--- config.mk ---
export PLATFORM = sky130hd
export DESIGN_NAME = grbs_front
export DESIGN_NICKNAME = d
export VERILOG_FILES = /design/src/hdl/grbs_pkg.sv /design/src/hdl/grbs_front.sv
export SDC_FILE = /design/constraint.sdc
export NUM_CORES = 1
export LEC_CHECK = 0
export BUFFER_PORTS_ARGS = -buffer_cell sky130_fd_sc_hd__buf_2
export CORE_ASPECT_RATIO = 1.2
export CORE_UTILIZATION = 30
export DETAILED_ROUTE_END_ITERATION = 10
export PLACE_DENSITY_LB_ADDON = 0.3
export REMOVE_ABC_BUFFERS = 1
export SLEW_MARGIN = 20
export SYNTH_ARGS = -nofsm -noshare
export SYNTH_HDL_FRONTEND = slang
export SYNTH_SLANG_ARGS = --single-unit
--- constraint.sdc ---
create_clock -name vclk -period 2.97
set_clock_uncertainty 0.05 [all_clocks]
set_input_delay 0 -clock vclk [all_inputs]
set_output_delay 0 -clock vclk [all_outputs]
set_load 0.02 [all_outputs]
--- src/hdl/grbs_pkg.sv ---
// grbs_pkg: shared types, constants and the rate saturation helper for the
// gyro rate bias smoother. No dependencies; every other file imports it.
`default_nettype none

package grbs_pkg;

   // field and datapath widths
   localparam int AXES        = 3;
   localparam int RAW_W       = 16;
   localparam int WORD_W      = RAW_W + 1;
   localparam int RATE_W      = 28;
   localparam int SCALE_W     = 24;
   localparam int PROD_W      = WORD_W + SCALE_W;
   localparam int WIDE_W      = 48;
   localparam int SUM_W       = 44;
   localparam int COUNT_W     = 16;
   localparam int RING_TAPS   = 4;
   localparam int TAP_N       = RING_TAPS - 1;
   localparam int SMSUM_W     = 33;
   localparam int HALF_W      = 31;
   localparam int RECIP_W     = 31;
   localparam int RECIP_P_W   = HALF_W + RECIP_W;
   localparam int DIV_NUM_W   = SUM_W + 1;
   localparam int DIV_DEN_W   = COUNT_W + 1;
   localparam int DIV_CNT_W   = 6;
   localparam int QUEUE_DEPTH = 2;
   localparam int QPTR_W      = 1;
   localparam int CSR_INDEX_W = 8;
   localparam int CSR_DATA_W  = 16;
   localparam int REQ_TDATA_W = 3 * RAW_W;
   localparam int RSP_TDATA_W = 88;

   // pi / (180 * 14.375) in unsigned Q32, held signed for the multiplier
   localparam logic signed [SCALE_W-1:0] SCALE_Q32 = 24'sd5214701;
   // ceil(2^32 / 3) for the divide by three
   localparam logic [RECIP_W-1:0] RECIP_THIRD = 31'h55555556;
   // 6 * 2^28 keeps the smoothing sum positive, plus 3 for rounding
   localparam logic signed [SMSUM_W-1:0] SMOOTH_BIAS = 33'sd1610612739;

   localparam logic signed [WIDE_W-1:0] RATE_MAX = 48'sd134217727;
   localparam logic signed [WIDE_W-1:0] RATE_MIN = -48'sd134217728;

   // register map and reset values
   localparam logic [CSR_INDEX_W-1:0] CSR_CALIB_SAMPLES = 8'd0;
   localparam logic [CSR_INDEX_W-1:0] CSR_SMOOTH_ENABLE = 8'd1;
   localparam logic [COUNT_W-1:0]     CALIB_RESET       = 16'd100;

   typedef struct packed {
      logic [COUNT_W-1:0] calib_samples;
      logic               smooth_enable;
   } cfg_type;

   // one classified sample: body-frame signed words
   typedef struct packed {
      logic                     calib;
      logic signed [WORD_W-1:0] w_z;
      logic signed [WORD_W-1:0] w_y;
      logic signed [WORD_W-1:0] w_x;
   } entry_type;

   typedef enum logic [3:0] {
      BK_IDLE,
      BK_MUL,
      BK_CORR,
      BK_SMSUM,
      BK_SMDIV,
      BK_ACC,
      BK_DSTART,
      BK_DWAIT,
      BK_OUT
   } back_state_type;

   // clamp to 28 bit signed
   function automatic logic signed [RATE_W-1:0] sat_rate(input logic signed [WIDE_W-1:0] v);
      logic signed [RATE_W-1:0] r;
      if (v > RATE_MAX) begin
         r = RATE_MAX[RATE_W-1:0];
      end else if (v < RATE_MIN) begin
         r = RATE_MIN[RATE_W-1:0];
      end else begin
         r = v[RATE_W-1:0];
      end
      return r;
   endfunction

endpackage

`default_nettype wire

--- src/hdl/grbs_front.sv ---
// grbs_front: accepts sample transactions and maps chip axes to body axes.
// Depends on grbs_pkg; pushes into grbs_queue.
`default_nettype none

module grbs_front (
   input  wire logic                             req_tvalid,
   output logic                                  req_tready,
   input  wire logic [grbs_pkg::REQ_TDATA_W-1:0] req_tdata,  // raw_chip_x, raw_chip_y, raw_chip_z
   input  wire logic [0:0]                       req_tuser,  // func
   input  wire logic                             q_full,
   output logic                                  q_push,
   output grbs_pkg::entry_type                   q_entry
);
   import grbs_pkg::*;

   logic signed [WORD_W-1:0] chip_x;
   logic signed [WORD_W-1:0] chip_y;
   logic signed [WORD_W-1:0] chip_z;

   // accept whenever the queue has room
   assign req_tready = !q_full;
   assign q_push     = req_tvalid && !q_full;

   // two's complement words, one bit wider so chip Y can be negated
   assign chip_x = WORD_W'($signed(req_tdata[RAW_W-1:0]));
   assign chip_y = WORD_W'($signed(req_tdata[2*RAW_W-1:RAW_W]));
   assign chip_z = WORD_W'($signed(req_tdata[3*RAW_W-1:2*RAW_W]));

   // body X is -chip Y, body Y is chip X, body Z is chip Z
   always_comb begin
      q_entry.calib = req_tuser[0];
      q_entry.w_x   = -chip_y;
      q_entry.w_y   = chip_x;
      q_entry.w_z   = chip_z;
   end

endmodule

`default_nettype wire

* Yosys cells after proc, flatten, opt, wreduce, memory -nomap -nowiden
Cells that the tools add are included.
** Operators by class
- Add/sub/neg operators :: 1
- $mul :: 0
- Div/mod/pow operators :: 0
- $lt $le $gt $ge :: 0
- Equality and inequality tests :: 0
- Shifts and indexed selects :: 0
- Multiplexer cells :: 0
- Bitwise logic cells :: 0
- Reduce and logical (&&, ||, !) cells :: 2
** Operator list (number)
- negator 16 -> 17 bit :: 1
- logical AND 1 bit :: 1
- logical NOT 1 bit :: 1
** Storage, ports and cells
- Register bits :: 0
- Latch bits :: 0
- Memory bits (writable) :: 0
- Bits in read-only memories :: 0
- Input port bits :: 51
- Output and inout port bits :: 54
- Word-level logic and storage cells :: 3
- Memories :: 0

* Longest topological paths before layout
Gate-level depths: netlist of run 1.
- Word-level depth :: 2
- Mapped depth :: 6
- Gate-level depth less buffers :: 6

* Least setup slack after synthesis of run 1
No wires, ideal clock.
- Path kind :: input-to-output
- Start :: input port req_tdata[20] (netlist name)
- End :: output port q_entry[10] (netlist name)
- Arrival time :: 1.178 ns
- Required time :: 2.920 ns
- Slack :: 1.742 ns
- Stages on the path :: 4
- Buffers on the path :: 0
- Cells stage by stage :: or3_4 nor4_4 nand2_1 xor2_1
** RTL lines
- start, declared :: RTL line grbs_front.sv:8 : input wire logic [grbs_pkg::REQ_TDATA_W-1:0] req_tdata,
- end, declared :: RTL line grbs_front.sv:12 : output grbs_pkg::entry_type q_entry

==> qor.tcl, run 1 <==
set qor(run_status) {finished, final reports clean}
set qor(buffer_ports.inserted) 37
set qor(die_area_um2) 2120
set qor(grtUsageMet1) 0.269
set qor(met2_usage_grt) 0.372
set qor(crit_required_ps) 2920
set qor(first_global_vias) 624
set qor(stdcell_area_um2) 852
set qor(antenna_found_initial) 0
set qor(power_frac_seq) 0
set qor(combinationalPowerShare) 1.000
set qor(start_kind) {input pin}
set qor(layout.nets) 167
set qor(die_width_um) 42.2
set qor(cap_violations) 0
set qor(critical_path.max_stage_delay_ps) 420
set qor(busiest_layer) {met2}
set qor(min_period_ps) 1430
set qor(worst_pin_slew_ps) 471
set qor(worstPathCellList) {buf_2 -> nor3_1 -> nand3b_1 -> nor3_1 -> xnor2_1 -> buf_2}
set qor(post_synth_inst_count) 79
set qor(placed_area_um2) 522
set qor(yosys.area.top_type) {sky130_fd_sc_hd__buf_4}
set qor(ant_nets) 0
set qor(internal_power_uw) 60.2
set qor(peakVddDrop_mv) 0.0745
set qor(post-route-drc-count) 0
set qor(timing.final.crit_share) 0.483
set qor(utilization) 0.466
set qor(netSwitchingPower_uw) 94.2
set qor(grt.total_usage) 0.232
set qor(ys_warn_count) 0
set qor(core_area_um2) 1830
set qor(grt_setup_unrepaired) {no}
set qor(num-clock-buffers) 0
set qor(slew_viols_final) 0
set qor(synth.top_cells.by_area) {sky130_fd_sc_hd__buf_4 (46%), sky130_fd_sc_hd__xnor2_1 (14%), sky130_fd_sc_hd__xor2_1 (7.5%)}
set qor(power_switching_share) 0.610
set qor(place_hpwl_um) 2200
set qor(report.final.hold_viol_count) 0
set qor(drt-wirelength-per-cell_um) 19.3
set qor(end_kind) {output port}
set qor(fraction_of_layout_cells_with_a_size_suffix_above_1) 0.381
set qor(drt_first_iter_violations) 5
set qor(cellLeakagePower_nw) 0.367
set qor(boundaryPins) 105
set qor(worstHoldPathType) {input pin to output port}
set qor(worst-path-max-fanout) 4
set qor(timing.max_slew.rel_slack) 0.683
set qor(post_cts_resize_count) 0
set qor(timing.final.ws_setup_ps) 1540
set qor(synth_cell_type_count) 18
set qor(area_taken_by_flip_flops_and_latches_um2) 0
set qor(crit_slowest_cell) {sky130_fd_sc_hd__nor3_1}
set qor(avgViaCountPerCell) 4.64
set qor(grt_remaining_overflow) 0
set qor(nFlopsAndLatches) 0
set qor(stdcell_count) 132
set qor(gr-usage-met3) 0.133
set qor(power_density_nw_per_um2) 181
set qor(synthToLayoutAreaGrowth_pct) 46.1
set qor(grt_max_degree) 6
set qor(fp.dieH_um) 50.3
set qor(pre_cts_setup_slack_ps) 1480
set qor(criticalPathCategory) {input pin to output port}
set qor(tns_ps) 0
set qor(avgSynthCellArea_um2) 7.38
set qor(detailed_route_via_count) 613
set qor(start_util) 0.319
set qor(n_antenna_cell) 0
set qor(yosysMostFrequentCell) {sky130_fd_sc_hd__buf_4}
set qor(p_clk_frac) 0
set qor(synth_common_cells) {sky130_fd_sc_hd__buf_4 (36), sky130_fd_sc_hd__xnor2_1 (9), sky130_fd_sc_hd__nor2_1 (7)}
set qor(first_pass_grt_wire_length_um) 3580
set qor(placementRows) 17
set qor(drt_first_pass_iters) 4
set qor(placedCellCount) 99
set qor(report.final.setup_viol) 0
set qor(post_synth_instance_area_um2) 583
set qor(portion_of_the_post_synthesis_area_used_by_sequential_elements) 0
set qor(synthDominantCellAreaShare) 0.464
set qor(place.gp.congestion) 0.800
set qor(max_freq_mhz) 697
set qor(routed_wirelength_um) 2540
set qor(crit_arrival_ps) 1380
routing by layer:
layer / part of all wire / wire length, µm / vias up
met4: 0.0098 / 25 / 0
li1: - / - / 282
met3: 0.15 / 385 / 2
met1: 0.38 / 954 / 255
met2: 0.46 / 1180 / 74
met5: 0 / 0 / -
power by group through the flow:
stage	Clock [mW]	Sequential, mW	Combinational (mW)
global route	0	0	0.161
detailed placement	0	0	0.0768
finish	0	0	0.154
global placement	0	0	0.0764
floorplan	0	0	0.0400
CTS	0	0	0.154
critical path, delay by kind of cell:
| kind | cells | cell delay, ps |
|---|---|---|
| and+or+nand+nor | 3 | 940 |
| xor gates and xnor gates | 1 | 150 |
| buffers and inverters | 2 | 290 |
path summary, 6_finish.rpt:
check,slack (ps),start,cells past startpoint,endpoint
worst min-delay path,200,req_tdata[16],2,q_entry[0]
worst max-delay path,1540,req_tdata[18],6,q_entry[15]
through the flow:
| step | hold WS, ps | total power [mW] |
|---|---|---|
| floorplan | -50.0 | 0.0400 |
| CTS | 203 | 0.154 |
| detailed placement | -49.6 | 0.0768 |
| global placement | -49.6 | 0.0764 |
| global route | 207 | 0.161 |
| finish | 201 | 0.154 |
placed cells by master, fill, tap and decap left out, drive strengths merged:
cell and instances:
or3 1, a21oi 1, ha 1, nor3b 1, inv 3, nand2b 1
nor2b 1, nor3 2, nor4 4, xnor2 9, buf 37, xor2 5
dlygate4sd3 33, nand3b 1, nand2 5, nand3 1, nor2 7
cell type report:
| type | count | area, µm² |
|---|---|---|
| multi-input combinational | 40 | 302 |
| fill | 189 | 977 |
| tap | 19 | 23.8 |
| timing repair buffer | 70 | 515 |
| inverter | 3 | 11.3 |
cells by family (layout without fill, tap and decap cells):
group | after synthesis | in the layout | synth area share
xor gates and xnor gates | 14 | 14 | 0.210
AOI/OAI and AO/OA | 1 | 1 | 0.00858
adders and majority gates | 1 | 1 | 0.0215
buffers and inverters | 39 | 73 | 0.483
and+or+nand+nor | 24 | 24 | 0.277
what timing repair did:
action,4_1_cts,5_1_grt
endpoints found under the hold margin,35,0
hold buffers,33,0
setup buffers,0,0
Power figures use the tool's default switching activity.
==> inputs of run 2 (changes only) <==
--- a/config.mk
+++ b/config.mk
@@ -7,7 +7,7 @@
 export LEC_CHECK = 0
 export BUFFER_PORTS_ARGS = -buffer_cell sky130_fd_sc_hd__buf_2
 export CORE_ASPECT_RATIO = 1.2
-export CORE_UTILIZATION = 30
+export CORE_UTILIZATION = 25
 export DETAILED_ROUTE_END_ITERATION = 10
 export PLACE_DENSITY_LB_ADDON = 0.3
 export REMOVE_ABC_BUFFERS = 1
==> constraint.sdc (replaced) <==
create_clock -name vclk -period 1.2
set_clock_uncertainty 0.05 [all_clocks]
set_input_delay 0 -clock vclk [all_inputs]
set_output_delay 0 -clock vclk [all_outputs]
set_load 0.02 [all_outputs]
==> run 2 against run 1 <==
  * The flow now finishes with violations (negative setup slack)
  * Sequential share of layout area is the same
  * Worst setup slack got worse by 1700 ps
  * Combinational power increased to 3.0 times the previous value
  * Final cell count grew 24%
  * Largest cell class unchanged
  * Highest routed layer unchanged
==> qor.tcl, run 2 (same netlist as run 1, synthesis figures left out) <==
set qor(combinationalPowerShare) 1.000 ;# about the same
set qor(internal_power_uw) 199 ;# +230%
set qor(fraction_of_layout_cells_with_a_size_suffix_above_1) 0.530 ;# +0.149
set qor(stdcell_area_um2) 1150 ;# +35%
set qor(start_util) 0.273 ;# -0.0462
set qor(timing.max_slew.rel_slack) 0.696 ;# +0.0129
set qor(crit_path_end) {q_entry[13]}
set qor(criticalPathCategory) {input pin to output port}
set qor(crit_family) {simple AND/OR/NAND/NOR gates}
set qor(slew_viols_final) 0 ;# unchanged
set qor(post-route-drc-count) 0 ;# unchanged
set qor(violations) {negative setup slack}
set qor(place.gp.congestion) 0.764 ;# -4.4%
set qor(drt_first_pass_iters) 4 ;# unchanged
set qor(nFlopsAndLatches) 0 ;# unchanged
set qor(critPathLaunch) {req_tdata[21]}
set qor(netSwitchingPower_uw) 259 ;# +170%
set qor(critical_path.n_buffers_inverters) 3 ;# +1
set qor(power_frac_seq) 0 ;# unchanged
set qor(finalHoldWorstSlack_ps) 186 ;# -15.1 ps
set qor(synthToLayoutAreaGrowth_pct) 97.4
set qor(power_density_nw_per_um2) 398 ;# +120%
set qor(worstHoldPathType) {input pin to output port}
set qor(crit_slowest_cell) {sky130_fd_sc_hd__nor4_4}
set qor(end_kind) {output port}
set qor(timing.final.crit_share) 1.14
set qor(mostFrequentLayoutCell) {sky130_fd_sc_hd__dlygate4sd3_1}
set qor(placementRows) 18 ;# +1
set qor(crit_required_ps) 1150 ;# -1770 ps
set qor(die_area_um2) 2530 ;# +19%
set qor(detailed_route_via_count) 723 ;# +18%
set qor(crit_arrival_ps) 1320 ;# -60 ps
set qor(worstPathCellList) {buf_8 -> nor4_4 -> nand3b_1 -> buf_4 -> nor3b_4 -> xnor2_1 -> buf_4}
set qor(peakVddDrop_mv) 0.170 ;# +130%
set qor(critical_path.max_stage_delay_ps) 280 ;# -140 ps
set qor(grt_remaining_overflow) 0 ;# unchanged
set qor(core_area_um2) 2140 ;# +17%
set qor(avgViaCountPerCell) 4.41 ;# -5.1%
set qor(cap_violations) 0 ;# unchanged
set qor(first_pass_grt_wire_length_um) 3820 ;# +6.5%
set qor(die_width_um) 46.1 ;# +9.1%
set qor(drt-wirelength-per-cell_um) 20.4 ;# +5.8%
set qor(buffer_ports.inserted) 37 ;# unchanged
set qor(num-clock-buffers) 0 ;# unchanged
set qor(timing.final.ws_setup_ps) -168 ;# -1700 ps
set qor(fp.dieH_um) 54.9 ;# +9.2%
set qor(utilization) 0.538 ;# +0.0722
set qor(layout.nets) 188 ;# +13%
set qor(worst-path-max-fanout) 4 ;# unchanged
set qor(drt_first_iter_violations) 9 ;# +4
set qor(report.final.hold_viol_count) 0 ;# unchanged
set qor(grt.total_usage) 0.229 ;# -0.00255
set qor(routed_wirelength_um) 3340 ;# +31%
set qor(run_status) {finished with violations}
set qor(n_antenna_cell) 0 ;# unchanged
set qor(start_kind) {input pin}
set qor(cellLeakagePower_nw) 0.519 ;# +42%
set qor(ant_nets) 0 ;# unchanged
set qor(worst-path-stages) 7 ;# +1
set qor(worst_pin_slew_ps) 454 ;# -17.2 ps
set qor(report.final.setup_viol) 9 ;# +9
set qor(antenna_found_initial) 0 ;# unchanged
set qor(min_period_ps) 1370
set qor(area_taken_by_flip_flops_and_latches_um2) 0 ;# unchanged
set qor(mostFrequentLayoutCells) {sky130_fd_sc_hd__dlygate4sd3_1 (33), sky130_fd_sc_hd__buf_4 (27), sky130_fd_sc_hd__buf_2 (24)}
set qor(crit_top_cell) {sky130_fd_sc_hd__buf_4}
set qor(grt_setup_unrepaired) {yes}
set qor(p_clk_frac) 0 ;# unchanged
set qor(first_global_vias) 639 ;# +2.4%
set qor(max_freq_mhz) 731
set qor(power_switching_share) 0.565 ;# -0.0447
set qor(placed_area_um2) 641 ;# +23%
set qor(grt_max_degree) 6 ;# unchanged
set qor(boundaryPins) 105 ;# unchanged
set qor(place_hpwl_um) 2460 ;# +12%
set qor(design_power_total_uw) 458 ;# +200%
-- run 2: cell types whose count changed in the layout (fill, tap and decap cells not counted), moves of 2 or more --
cell                     delta
sky130_fd_sc_hd__buf_4     +27
sky130_fd_sc_hd__buf_2     -13
sky130_fd_sc_hd__nor3_1     -2
sky130_fd_sc_hd__buf_6      +6
sky130_fd_sc_hd__nor3_4     +2
-- run 2: timing repair --
item,CTS,global route
gates resized for setup,9,21
cloned,0,0
endpoints found under the setup margin,9,9
setup buffers,1,6
pin swaps,4,12
hold buffers,33,0
endpoints found under the hold margin,35,0
-- run 2: routing by layer --
layer  track usage  wire length [µm]  up-vias
met3        0.0552               319        6
met4        0.0392                40        0
met1         0.264              1280      338
met2         0.425              1700       54
li1              -                 -      325
met5             0                 0        -
-- run 2: how the worst min path moves through the flow --
stage,startpoint,end,slack (ps),cells past startpoint
finish,req_tdata[16],q_entry[0],190,2
global route,req_tdata[16],q_entry[0],200,2
CTS,req_tdata[16],q_entry[0],200,2
detailed placement,req_tdata[13],q_entry[30],-50,0
global placement,req_tdata[13],q_entry[30],-50,0
floorplan,req_tdata[16],q_entry[0],-50,0
-- run 2: final cells by class --
class | instances | area, µm²
Inverter | 3 | 11.3
Timing Repair Buffer | 91 | 736
Fill cell | 202 | 988
Tap cell | 30 | 37.5
Multi-Input combinational cell | 40 | 367
-- run 2: stage by stage --
stage          std cells  TNS, ps  setup slack, ps
2_1_floorplan         43    -83.4            -28.2
3_3_place_gp         124    -1020             -149
3_5_place_dp         124    -1160             -165
4_1_cts              158     -754             -145
5_1_grt              164    -1480             -237
6_report             164    -1050             -168
-- run 2: power groups by stage --
| stage | logic, mW | clock network (mW) | registers (mW) |
|---|---|---|---|
| floorplan | 0.0989 | 0 | 0 |
| global placement | 0.219 | 0 | 0 |
| detailed placement | 0.220 | 0 | 0 |
| CTS | 0.424 | 0 | 0 |
| global route | 0.477 | 0 | 0 |
| finish | 0.458 | 0 | 0 |
