`src/hdl/grbs_pkg.sv`:
```
// grbs_pkg: shared types, constants and the rate saturation helper for the
// gyro rate bias smoother. No dependencies; every other file imports it.
`default_nettype none

package grbs_pkg;

   // field and datapath widths
   localparam int AXES        = 3;
   localparam int RAW_W       = 16;
   localparam int WORD_W      = RAW_W + 1;
   localparam int RATE_W      = 28;
   localparam int SCALE_W     = 24;
   localparam int PROD_W      = WORD_W + SCALE_W;
   localparam int WIDE_W      = 48;
   localparam int SUM_W       = 44;
   localparam int COUNT_W     = 16;
   localparam int RING_TAPS   = 4;
   localparam int TAP_N       = RING_TAPS - 1;
   localparam int SMSUM_W     = 33;
   localparam int HALF_W      = 31;
   localparam int RECIP_W     = 31;
   localparam int RECIP_P_W   = HALF_W + RECIP_W;
   localparam int DIV_NUM_W   = SUM_W + 1;
   localparam int DIV_DEN_W   = COUNT_W + 1;
   localparam int DIV_CNT_W   = 6;
   localparam int QUEUE_DEPTH = 2;
   localparam int QPTR_W      = 1;
   localparam int CSR_INDEX_W = 8;
   localparam int CSR_DATA_W  = 16;
   localparam int REQ_TDATA_W = 3 * RAW_W;
   localparam int RSP_TDATA_W = 88;

   // pi / (180 * 14.375) in unsigned Q32, held signed for the multiplier
   localparam logic signed [SCALE_W-1:0] SCALE_Q32 = 24'sd5214701;
   // ceil(2^32 / 3) for the divide by three
   localparam logic [RECIP_W-1:0] RECIP_THIRD = 31'h55555556;
   // 6 * 2^28 keeps the smoothing sum positive, plus 3 for rounding
   localparam logic signed [SMSUM_W-1:0] SMOOTH_BIAS = 33'sd1610612739;

   localparam logic signed [WIDE_W-1:0] RATE_MAX = 48'sd134217727;
   localparam logic signed [WIDE_W-1:0] RATE_MIN = -48'sd134217728;

   // register map and reset values
   localparam logic [CSR_INDEX_W-1:0] CSR_CALIB_SAMPLES = 8'd0;
   localparam logic [CSR_INDEX_W-1:0] CSR_SMOOTH_ENABLE = 8'd1;
   localparam logic [COUNT_W-1:0]     CALIB_RESET       = 16'd100;

   typedef struct packed {
      logic [COUNT_W-1:0] calib_samples;
      logic               smooth_enable;
   } cfg_type;

   // one classified sample: body-frame signed words
   typedef struct packed {
      logic                     calib;
      logic signed [WORD_W-1:0] w_z;
      logic signed [WORD_W-1:0] w_y;
      logic signed [WORD_W-1:0] w_x;
   } entry_type;

   typedef enum logic [3:0] {
      BK_IDLE,
      BK_MUL,
      BK_CORR,
      BK_SMSUM,
      BK_SMDIV,
      BK_ACC,
      BK_DSTART,
      BK_DWAIT,
      BK_OUT
   } back_state_type;

   // clamp to 28 bit signed
   function automatic logic signed [RATE_W-1:0] sat_rate(input logic signed [WIDE_W-1:0] v);
      logic signed [RATE_W-1:0] r;
      if (v > RATE_MAX) begin
         r = RATE_MAX[RATE_W-1:0];
      end else if (v < RATE_MIN) begin
         r = RATE_MIN[RATE_W-1:0];
      end else begin
         r = v[RATE_W-1:0];
      end
      return r;
   endfunction

endpackage

`default_nettype wire

```
`src/hdl/grbs_queue.sv`:
```
// grbs_queue: short fifo between the front and back parts.
// Depends on grbs_pkg for the entry type and depth.
`default_nettype none

module grbs_queue (
   input  wire logic                clock,
   input  wire logic                reset,
   input  wire logic                push,
   input  grbs_pkg::entry_type      push_entry,
   output logic                     full,
   input  wire logic                pop,
   output logic                     valid,
   output grbs_pkg::entry_type      pop_entry
);
   import grbs_pkg::*;

   entry_type           mem_ff [QUEUE_DEPTH];
   logic [QPTR_W-1:0]   wr_ptr_ff, wr_ptr_in;
   logic [QPTR_W-1:0]   rd_ptr_ff, rd_ptr_in;
   logic [QPTR_W:0]     fill_ff, fill_in;
   logic                do_push;
   logic                do_pop;

   assign full      = (fill_ff == (QPTR_W+1)'(QUEUE_DEPTH));
   assign valid     = (fill_ff != '0);
   assign pop_entry = mem_ff[rd_ptr_ff];
   assign do_push   = push && !full;
   assign do_pop    = pop && valid;

   // pointer and fill updates
   always_comb begin
      wr_ptr_in = do_push ? wr_ptr_ff + 1'b1 : wr_ptr_ff;
      rd_ptr_in = do_pop ? rd_ptr_ff + 1'b1 : rd_ptr_ff;
      fill_in   = fill_ff;
      if (do_push && !do_pop) begin
         fill_in = fill_ff + 1'b1;
      end else if (do_pop && !do_push) begin
         fill_in = fill_ff - 1'b1;
      end
   end

   always_ff @(posedge clock) begin
      if (reset) begin
         wr_ptr_ff <= '0;
         rd_ptr_ff <= '0;
         fill_ff   <= '0;
      end else begin
         wr_ptr_ff <= wr_ptr_in;
         rd_ptr_ff <= rd_ptr_in;
         fill_ff   <= fill_in;
      end
   end

   // entry storage
   always_ff @(posedge clock) begin
      if (do_push) begin
         mem_ff[wr_ptr_ff] <= push_entry;
      end
   end

endmodule

`default_nettype wire

```
`config.mk`:
```
export PLATFORM = sky130hd
export DESIGN_NAME = grbs_queue
export DESIGN_NICKNAME = d
export VERILOG_FILES = /design/src/hdl/grbs_pkg.sv /design/src/hdl/grbs_queue.sv
export SDC_FILE = /design/constraint.sdc
export NUM_CORES = 1
export LEC_CHECK = 0
export ABC_AREA = 0
export ABC_CLOCK_PERIOD_IN_PS = 2500
export BUFFER_PORTS_ARGS = -buffer_cell sky130_fd_sc_hd__buf_4
export CAP_MARGIN = 5
export CORE_MARGIN = 5
export CORE_UTILIZATION = 45
export CTS_CLUSTER_DIAMETER = 80
export CTS_CLUSTER_SIZE = 28
export DETAILED_ROUTE_END_ITERATION = 8
export GPL_TIMING_DRIVEN = 0
export PLACE_DENSITY = 0.74
export SLEW_MARGIN = 0
export SYNTH_ARGS = -nofsm -noshare
export SYNTH_HDL_FRONTEND = slang
export SYNTH_SLANG_ARGS = --single-unit
```
`constraint.sdc`:
```
create_clock -name clock -period 2.5 [get_ports clock]
set_input_delay 0.125 -clock clock [delete_from_list [all_inputs] [get_ports clock]]
set_output_delay 0.125 -clock clock [all_outputs]
set_load 0.05 [all_outputs]
```
# == Word-level counts from Yosys, hierarchy flattened ==
# Memories as Yosys holds them, arrays and structs flattened. A register that Yosys moved wholly into a read port is not among the register bits.
# Index checks and enable logic that the tools add are counted.
# op_classes
muxes,6
addsub,4
n_reduce_logical,9
eq_ne,1
# op_table
operator,count
$logic_and A1 B1 Y1,4
$mux W1,4
$mux W2,2
$reduce_bool A2 Y1,2
$logic_not A1 Y1,3
$add A1 B1 Y1 const B,2
$add A2 B1 Y2 const B,1
$eq A2 B2 Y1 const B,1
$sub A2 B1 Y2 const B,1
# totals
ramBits,104
regBits,4
n_memories,1
out_inout_bits,54
# memory_table
name,words,word_bits,rd,rd_ports_with_merged_regs,write_ports,line,text
mem_ff,2,52,1,1,1,grbs_queue.sv:17,entry_type mem_ff [QUEUE_DEPTH];

# == Depth between registers and ports, before layout ==
# Gate-level depths: netlist of the first run.
# logic_depth
word_depth,7
depth_mapped,6
mapped_depth_nobuf,6

# == Least setup slack after synthesis of the first run ==
# Ideal clock, no wire load.
# synth_timing
path_kind,reg2reg
startpoint,register fill_ff[1]
endpoint,memory mem_ff[1][0] (netlist bit) (enable)
path_buffers,0
setup_ns,0.415
required_ns,2.085
stages_incl_launch_ff,4
path_slack_ns,0.109
arrival_time_ns,1.976
path_cell_list,dfxtp_1 > nor2b_2 > nor2_1 > and2_1
# synth_between
elab_chain_len,5
# synth_lines
item,line,text
start: declaration,grbs_queue.sv:20,"logic [QPTR_W:0] fill_ff, fill_in;"
start signal: assignment,grbs_queue.sv:50,fill_ff <= fill_in;
$eq A2 B2 Y1,grbs_queue.sv:24,assign full = (fill_ff == (QPTR_W+1)'(QUEUE_DEPTH));
named net full,grbs_queue.sv:10,"output logic full,"
$logic_not A1 Y1,grbs_queue.sv:27,assign do_push = push && !full;
$logic_and A1 B1 Y1,grbs_queue.sv:27,
named net do_push,grbs_queue.sv:21,logic do_push;
$mux W1,grbs_queue.sv:56,if (do_push) begin
$mux W1 (implied by the code),grbs_queue.sv:57,mem_ff[wr_ptr_ff] <= push_entry;
end: declaration,grbs_queue.sv:17,
# The timed path passes the listed nets, and every way through them passes these cells.

# == Final worst setup path of the first run ==
# layout_timing
startpoint,register fill_ff[0]
endpoint,memory mem_ff[0][25] (netlist bit) (enable)
# layout_between
elab_chain_len,5
# layout_lines
item,line
$eq A2 B2 Y1,grbs_queue.sv:24
$logic_not A1 Y1,grbs_queue.sv:27
$logic_and A1 B1 Y1,grbs_queue.sv:27
$mux W1,grbs_queue.sv:56
$mux W1 (implied by the code),grbs_queue.sv:57
# No other way between the ends.

==> impl_metrics.env, run 1 <==
export IMPL_synth_area_top_cells="edfxtp_1 (79%), mux2_2 (15%), dfxtp_1 (2.5%), buf_4 (0.76%), xor2_1 (0.66%)"
export IMPL_worst_hold_slack_ns=0.1641
export IMPL_worst_pin_slew_ns=0.5047
export IMPL_max_freq_mhz=542.9
export IMPL_antenna_found_initial=0
export IMPL_die_x_um=103.9
export IMPL_crit_buf_inv=2
export IMPL_fin_area_mm2=0.005684
export IMPL_drt_iter0_markers=64
export IMPL_crit_slowest_cell="dfxtp_1"
export IMPL_synth_top_area_share_pct=78.69
export IMPL_wl_met3_um=375
export IMPL_gp_congestion=0.6752
export IMPL_post_route_min_period_ns=1.842
export IMPL_outcome="completed"
export IMPL_cp_cell_sequence="nor2b_2 > or3_1 > inv_2 > buf_12"
export IMPL_wl_per_cell_um=15.98
export IMPL_pwr_density_cell_mw_per_mm2=1026
export IMPL_vias=2247
export IMPL_postSynthNetCount=244
export IMPL_routed_wl_um=7589
export IMPL_cts_resized=0
export IMPL_synth_area_leader_cell="edfxtp_1"
export IMPL_die_h_um=103.9
export IMPL_syn_inst=187
export IMPL_fp_coreArea_mm2=0.008678
export IMPL_drtPass1Iterations=4
export IMPL_highest_layer="met4"
export IMPL_num_rows=34
export IMPL_syn_to_final_growth_pct=43.22
export IMPL_hold_path_class="in2reg"
export IMPL_startpoint_type="flop"
export IMPL_cts_sinks=109
export IMPL_layout_cells_non_filler=475
export IMPL_start_util_pct=45.73
export IMPL_syn_cell_area_mm2=0.003969
export IMPL_grt_use_total_pct=14.06
export IMPL_cts_tree="done"
export IMPL_io_pins=110
export IMPL_grt_pass1_wl_um=12190
export IMPL_crit_family="buffers and inverters"
export IMPL_crit_type="reg2reg"
export IMPL_cts_max_level=3
export IMPL_diodes=0
export IMPL_crit_path_end_kind="flop"
export IMPL_crit_fanout=34
export IMPL_layout_drive_gt1_share_pct=50.95
export IMPL_placed_cell_area_mm2=0.004964
export IMPL_root_buffer="clkbuf_8"
export IMPL_setup_ws_ns=0.6579
export IMPL_slowest_delay_ns=0.44
export IMPL_dp_hpwl_um=4763
export IMPL_slew_viol_final=0
export IMPL_ys_warn_count=0
export IMPL_cts_reportedPaths_clkPinSlew_ns=0.09
export IMPL_min_period_over_period_pct=73.68
export IMPL_rsz0062_at_grt="false"
export IMPL_synth_seq_area_share_pct=81.21
export IMPL_hold_viol=0
export IMPL_finClkSkew_ns=0.01450
export IMPL_io_buffers=109
export IMPL_critPathArrivalTime_ns=1.88
export IMPL_setup_viol=0
export IMPL_max_slew_margin_pct=66.35
export IMPL_maxCapViolations=0
export IMPL_route_detailed_drc=0
export IMPL_gr_total_overflow=0
export IMPL_finalNetCount=419
export IMPL_dp_cells=406
export IMPL_cts_buffers=9
export IMPL_met2_length_um=4104
export IMPL_grt_max_degree=35
export IMPL_place_ws_ns=0.6341
export IMPL_cts_setup_buffers=0
export IMPL_clk_path_buf_depth=2
export IMPL_ant_nets=0
export IMPL_clkLatencyLatePin_ns=0.35
export IMPL_wl_met1_um=3015
export IMPL_ir_drop_mv=0.7574
export IMPL_viasPerCell=4.731
export IMPL_syn_avg_cell_area_um2=21.22
export IMPL_die_area_mm2=0.01080
export IMPL_ctsHoldBuffers=53
export IMPL_cp_required_ns=2.54
export IMPL_ys_types=15
export IMPL_p_leak_uw=0.002148
export IMPL_power_uw=5831
export IMPL_grt_pass1_vias=2443
export IMPL_ys_seq_elements=109
[per-stage QoR]
| stage | TNS [ns] | utilization [%] |
|---|---|---|
| after global routing | 0 | 65.50 |
| after floorplan | 0 | - |
| after CTS | 0 | 65.50 |
| final | 0 | 65.50 |
| after global placement | -45.63 | 56.72 |
| after detailed placement | 0 | 57.19 |
[worst register-to-register path: cells and delay by family, from the launching register on]
kind | cells | cell delay (ns)
buffers and inverters | 2 | 0.64
flip-flops | 1 | 0.44
AND/OR/NAND/NOR | 2 | 0.43
[area by class of cell]
cell class,instances,area (µm²)
Inverter,2,7.507
Timing Repair Buffer,164,1389
Multi-Input combinational cell,70,699.4
Fill cell,600,2994
Buffer,6,40.04
Clock inverter,5,58.81
Sequential cell,109,3223
Tap cell,108,135.1
Clock buffer,11,131.4
[layout by cell type, fill, tap and decap left out, drive strengths merged]
cell / count
a21oi: 2
and2: 1
buf: 117
bufinv: 1
clkbuf: 11
clkinv: 1
clkinvlp: 2
dfxtp: 5
dlygate4sd3: 53
edfxtp: 104
ha: 1
inv: 3
mux2: 52
nor2: 4
nor2b: 1
o21ai: 3
or2: 1
or3: 2
xor2: 3
[path summary, 6_finish.rpt]
check	start	to	slack, ns	depth (start not counted)
max	fill_ff[0]	mem_ff[0][25]	0.66	4
min	push	wr_ptr_ff	0.16	4
max reg2reg	fill_ff[0]	mem_ff[0][25]	0.66	4
min reg2reg	wr_ptr_ff	wr_ptr_ff	0.50	2
[layer usage]
metal,vias to the layer above,track usage [%]
met5,-,0
met3,9,3.228
met4,0,4.440
met1,1095,16.37
li1,1075,-
met2,68,25.55
[state kept, by name (all words and copies together) (netlist names), named ones only]
signal and cells:
mem_ff 104, fill_ff 2, wr_ptr_ff 1, rd_ptr_ff 1
[cell usage after synthesis]
cell      count
edfxtp_1    104
mux2_2       52
dfxtp_1       5
buf_4         4
nor2_1        4
o21ai_0       3
xor2_1        3
a21oi_1       2
buf_2         2
inv_1         2
or3_1         2
and2_1        1
ha_1          1
nor2b_2       1
or2_2         1
[where the power goes]
part | internal [µW] | leakage (µW) | switching (µW) | total [µW]
Combinational | 865 | 0.00105 | 1590 | 2450
Sequential | 2290 | 0.00101 | 65.3 | 2360
Clock | 467 | 0.0000899 | 555 | 1020
[logic make-up after synthesis]
kind of cell / Yosys count / synth area share (%)
flops: 109 / 81.21
mux: 52 / 14.75
simple gates: 9 / 1.230
buf+inv: 8 / 1.198
compound gates: 5 / 0.6304
xor+xnor: 3 / 0.6622
fa+ha+maj: 1 / 0.3152
Note: power is estimated with default switching activity, not from simulation.
==> run 2: changes to the inputs <==
--- a/config.mk
+++ b/config.mk
@@ -6,7 +6,7 @@
 export NUM_CORES = 1
 export LEC_CHECK = 0
 export ABC_AREA = 0
-export ABC_CLOCK_PERIOD_IN_PS = 2500
+export ABC_CLOCK_PERIOD_IN_PS = 1770
 export BUFFER_PORTS_ARGS = -buffer_cell sky130_fd_sc_hd__buf_4
 export CAP_MARGIN = 5
 export CORE_MARGIN = 5
==> constraint.sdc (replaced) <==
create_clock -name clock -period 1.77 [get_ports clock]
set_input_delay 0.0885 -clock clock [delete_from_list [all_inputs] [get_ports clock]]
set_output_delay 0.0885 -clock clock [all_outputs]
set_load 0.05 [all_outputs]
==> impl_metrics.env, run 2 (synthesis results as in run 1) <==
export IMPL_top_regs="mem_ff: 104 flops, fill_ff: 2 flops"
export IMPL_routed_wl_um=7871
export IMPL_setup_ws_ns=0.09483
export IMPL_num_rows=34
export IMPL_cp_required_ns=1.76
export IMPL_hold_start="push"
export IMPL_crit_path_end_kind="flop"
export IMPL_clkLatencyLatePin_ns=0.36
export IMPL_max_slew_margin_pct=51.31
export IMPL_min_to="wr_ptr_ff"
export IMPL_setup_viol=0
export IMPL_place_ws_ns=-0.4652
export IMPL_reg2regPathDepth=3
export IMPL_layout_common_cells="buf_4 (109), edfxtp_1 (104), dlygate4sd3_1 (53)"
export IMPL_diodes=0
export IMPL_finClkSkew_ns=0.01295
export IMPL_pwr_density_cell_mw_per_mm2=1462
export IMPL_startpoint_type="flop"
export IMPL_hold_depth=4
export IMPL_ir_drop_mv=0.9871
export IMPL_grt_max_degree=53
export IMPL_layout_drive_gt1_share_pct=52.17
export IMPL_cts_tree="done"
export IMPL_crit_type="reg2reg"
export IMPL_die_x_um=103.9
export IMPL_die_area_mm2=0.01080
export IMPL_worst_hold_slack_ns=0.1154
export IMPL_drt_iter0_markers=56
export IMPL_route_detailed_drc=0
export IMPL_crit_buf_inv=0
export IMPL_finalNetCount=420
export IMPL_start_util_pct=45.73
export IMPL_die_h_um=103.9
export IMPL_post_route_min_period_ns=1.675
export IMPL_rr_endpoint="mem_ff[1][45]"
export IMPL_dp_hpwl_um=4561
export IMPL_io_buffers=109
export IMPL_hold_viol=0
export IMPL_worst_pin_slew_ns=0.7304
export IMPL_antenna_found_initial=0
export IMPL_clk_path_buf_depth=2
export IMPL_vias=2284
export IMPL_worstReg2RegStart="fill_ff[1]"
export IMPL_final_common_cell="buf_4"
export IMPL_cp_cell_sequence="nor2b_4 > nor2_1 > and2_4"
export IMPL_slowest_delay_ns=0.63
export IMPL_grt_use_total_pct=15.02
export IMPL_finalSetupTns_ns=0
export IMPL_grt_pass1_vias=2590
export IMPL_power_uw=8360
export IMPL_grt_pass1_wl_um=12770
export IMPL_syn_to_final_growth_pct=44.04
export IMPL_ant_nets=0
export IMPL_crit_slowest_cell="and2_4"
export IMPL_viasPerCell=4.798
export IMPL_cts_max_level=3
export IMPL_max_freq_mhz=597.0
export IMPL_hold_path_class="in2reg"
export IMPL_cts_sinks=109
export IMPL_root_buffer="clkbuf_8"
export IMPL_maxCapViolations=0
export IMPL_rsz0062_at_grt="false"
export IMPL_drtPass1Iterations=4
export IMPL_wl_per_cell_um=16.54
export IMPL_r2r_slack_ns=0.09
export IMPL_cts_reportedPaths_clkPinSlew_ns=0.09
export IMPL_io_pins=110
export IMPL_slew_viol_final=0
export IMPL_gp_congestion=0.7079
export IMPL_p_leak_uw=0.002142
export IMPL_crit_fanout=52
export IMPL_cts_buffers=9
export IMPL_crit_family="simple AND/OR/NAND/NOR gates"
export IMPL_regMostFlops="mem_ff"
export IMPL_largest_reg_flops=104
export IMPL_cts_setup_buffers=0
export IMPL_fp_coreArea_mm2=0.008678
export IMPL_outcome="completed"
export IMPL_gr_total_overflow=0
export IMPL_min_period_over_period_pct=94.64
export IMPL_critPathArrivalTime_ns=1.67
[run 2: final cells by class]
class | count | area [µm²]
sequential | 109 | 3226
fill | 620 | 2962
timing repair buffer | 162 | 1349
multi-input combinational | 70 | 710.7
tap | 108 | 135.1
clock buffer | 10 | 127.6
clock inverter | 6 | 71.32
buffer | 6 | 63.81
timing repair inverter | 3 | 22.52
inverter | 2 | 11.26
[run 2: worst register-to-register path, cell delays in order (launching register included)]
cell and delay, ns:
dfxtp_2 0.34, nor2b_4 0.13, nor2_1 0.15, and2_4 0.63
[run 2: report_power, final]
| group | total [µW] | switching, µW | internal (µW) |
|---|---|---|---|
| Sequential | 3340 | 95.4 | 3240 |
| Clock | 1490 | 820 | 670 |
| Combinational | 3530 | 2280 | 1250 |
| Total | 8360 | 3200 | 5160 |
[run 2: how the worst max path moves through the flow]
stage,startpoint,to,depth (start not counted)
floorplan,fill_ff[1],mem_ff[0][0],3
global placement,fill_ff[1],mem_ff[0][49],3
detailed placement,fill_ff[1],mem_ff[0][29],3
CTS,flop,pop_entry[46],4
global route,flop,pop_entry[26],4
finish,fill_ff[1],mem_ff[1][45],3
[run 2: timing repair]
action	CTS	global route
hold endpoints to repair	109	0
pin swaps	0	0
hold buffers	53	0
gates cloned	1	2
resized for setup	3	8
setup endpoints to repair	114	101
[run 2: layer usage]
metal  vias to the layer above  routed length (µm)  GRT usage (%)
li1                       1078                   -              -
met1                      1123                3046          16.59
met2                        69                4314          27.37
met3                        14                 366          3.849
met4                         0                 144          6.013
met5                         -                   0              0
[run 2: metrics by stage]
step           instance area, µm²  instances  util (%)
5_1_grt                      5717        476     65.87
3_5_place_dp                 4940        404     56.92
2_1_floorplan                3986        187         -
6_report                     5717        476     65.87
3_3_place_gp                 4940        404     56.92
4_1_cts                      5680        474     65.46
==> run 3: changes to the inputs <==
--- a/config.mk
+++ b/config.mk
@@ -8,7 +8,6 @@
 export ABC_AREA = 0
 export ABC_CLOCK_PERIOD_IN_PS = 1770
 export BUFFER_PORTS_ARGS = -buffer_cell sky130_fd_sc_hd__buf_4
-export CAP_MARGIN = 5
 export CORE_MARGIN = 5
 export CORE_UTILIZATION = 45
 export CTS_CLUSTER_DIAMETER = 80
@@ -16,6 +15,7 @@
 export DETAILED_ROUTE_END_ITERATION = 8
 export GPL_TIMING_DRIVEN = 0
 export PLACE_DENSITY = 0.74
+export RECOVER_POWER = 50
 export SLEW_MARGIN = 0
 export SYNTH_ARGS = -nofsm -noshare
 export SYNTH_HDL_FRONTEND = slang
==> impl_metrics.env, run 3 (synthesis results as in run 1) <==
export IMPL_outcome="completed"
export IMPL_post_route_min_period_ns=1.683
export IMPL_gr_total_overflow=0
export IMPL_gp_congestion=0.7079
export IMPL_max_slew_margin_pct=51.32
export IMPL_clk_path_buf_depth=2
export IMPL_hold_path_class="in2reg"
export IMPL_ant_nets=0
export IMPL_maxCapViolations=0
export IMPL_slowest_delay_ns=0.63
export IMPL_cts_sinks=109
export IMPL_setup_viol=0
export IMPL_route_detailed_drc=0
export IMPL_crit_slowest_cell="and2_4"
export IMPL_vias=2270
export IMPL_finalNetCount=420
export IMPL_num_rows=34
export IMPL_slew_viol_final=0
export IMPL_cts_setup_buffers=0
export IMPL_die_area_mm2=0.01080
export IMPL_fp_coreArea_mm2=0.008678
export IMPL_cts_max_level=3
export IMPL_crit_path_end_kind="flop"
export IMPL_cts_buffers=9
export IMPL_root_buffer="clkbuf_8"
export IMPL_cts_tree="done"
export IMPL_crit_fanout=52
export IMPL_worst_pin_slew_ns=0.7302
export IMPL_clkLatencyLatePin_ns=0.36
export IMPL_drtPass1Iterations=4
export IMPL_largest_reg_flops=104
export IMPL_rsz0062_at_grt="false"
export IMPL_layout_cells_non_filler=476
export IMPL_die_x_um=103.9
export IMPL_r2r_slack_ns=0.09
export IMPL_syn_to_final_growth_pct=43.44
export IMPL_max_freq_mhz=594.0
export IMPL_grt_use_total_pct=15.02
export IMPL_p_leak_uw=0.002110
export IMPL_diodes=0
export IMPL_hold_start="push"
export IMPL_wl_per_cell_um=16.43
export IMPL_crit_family="simple AND/OR/NAND/NOR gates"
export IMPL_reg2regPathDepth=3
export IMPL_antenna_found_initial=0
export IMPL_drt_iter0_markers=57
export IMPL_routed_wl_um=7822
export IMPL_cts_reportedPaths_clkPinSlew_ns=0.09
export IMPL_min_period_over_period_pct=95.11
export IMPL_fin_util_pct=65.60
export IMPL_cp_cell_sequence="nor2b_4 > nor2_1 > and2_4"
export IMPL_grt_pass1_wl_um=12770
export IMPL_min_to="wr_ptr_ff"
export IMPL_power_uw=8321
export IMPL_ir_drop_mv=0.9857
export IMPL_worstReg2RegStart="fill_ff[1]"
export IMPL_rr_endpoint="mem_ff[1][45]"
export IMPL_startpoint_type="flop"
export IMPL_fillCellCount=632
export IMPL_top_regs="mem_ff: 104 flops, fill_ff: 2 flops"
export IMPL_io_pins=110
export IMPL_worst_hold_slack_ns=0.1156
export IMPL_crit_type="reg2reg"
export IMPL_start_util_pct=45.73
export IMPL_grt_max_degree=53
export IMPL_dp_cells=404
export IMPL_io_buffers=109
export IMPL_dp_hpwl_um=4561
export IMPL_pwr_density_cell_mw_per_mm2=1462
export IMPL_hold_viol=0
export IMPL_layout_common_cells="edfxtp_1 (104), buf_4 (55), dlygate4sd3_1 (53)"
export IMPL_cp_required_ns=1.76
export IMPL_layout_drive_gt1_share_pct=50.27
export IMPL_viasPerCell=4.769
export IMPL_final_common_cell="edfxtp_1"
export IMPL_die_h_um=103.9
export IMPL_regMostFlops="mem_ff"
export IMPL_critPathArrivalTime_ns=1.67
export IMPL_hold_depth=4
export IMPL_grt_pass1_vias=2590
export IMPL_crit_buf_inv=0
export IMPL_finClkSkew_ns=0.01324
## run 3: how the worst max path moves through the flow
stage	startpoint	end	slack [ns]	cells past startpoint
2_1_floorplan	fill_ff[1]	mem_ff[0][0]	-0.23	3
3_3_place_gp	fill_ff[1]	mem_ff[0][49]	-0.46	3
3_5_place_dp	fill_ff[1]	mem_ff[0][29]	-0.47	3
4_1_cts	flop	pop_entry[46]	0.01	4
5_1_grt	fill_ff[1]	mem_ff[1][14]	0.003	3
6_report	fill_ff[1]	mem_ff[1][45]	0.09	3
## run 3: power breakdown
| group | switching, µW | total (µW) | internal [µW] |
|---|---|---|---|
| sequential | 95.4 | 3340 | 3240 |
| clock | 821 | 1490 | 670 |
| combinational | 2280 | 3490 | 1220 |
| total | 3190 | 8320 | 5130 |
## run 3: area by class of cell
type | instances | area (µm²) | share of cell area [%]
Tap cell | 108 | 135.1 | 2.374
Buffer | 6 | 63.81 | 1.121
Sequential cell | 109 | 3224 | 56.64
Timing Repair inverter | 3 | 22.52 | 0.3956
Clock inverter | 6 | 71.32 | 1.253
Clock buffer | 10 | 127.6 | 2.242
Multi-Input combinational cell | 70 | 710.7 | 12.48
Timing Repair Buffer | 162 | 1326 | 23.30
Inverter | 2 | 11.26 | 0.1978
## run 3: through the flow
stage / area [µm²] / setup WS, ns / TNS [ns]
after floorplan: 3986 / -0.2307 / -11.99
final: 5693 / 0.08654 / 0
after global placement: 4940 / -0.4643 / -39.51
after global routing: 5693 / 0.003109 / 0
after detailed placement: 4940 / -0.4652 / -41.43
after CTS: 5680 / 0.01145 / 0
## run 3: what timing repair did
action	CTS	global route
cloned	1	2
setup endpoints to repair	114	101
endpoints found under the hold margin	109	0
hold buffers	53	0
gates resized for setup	3	8
## run 3: layer usage
| metal | track usage (%) | vias to the layer above | wire length (µm) |
|---|---|---|---|
| met5 | 0 | - | 0 |
| met4 | 6.013 | 0 | 144 |
| met3 | 3.849 | 14 | 379 |
| met2 | 27.37 | 71 | 4304 |
| met1 | 16.59 | 1106 | 2993 |
| li1 | - | 1079 | - |
## run 3: tightest hold or removal path, stage by stage
cell	delay, ns
buf_4	0.07
inv_1	0.04
o21ai_0	0.15
a21oi_1	0.07
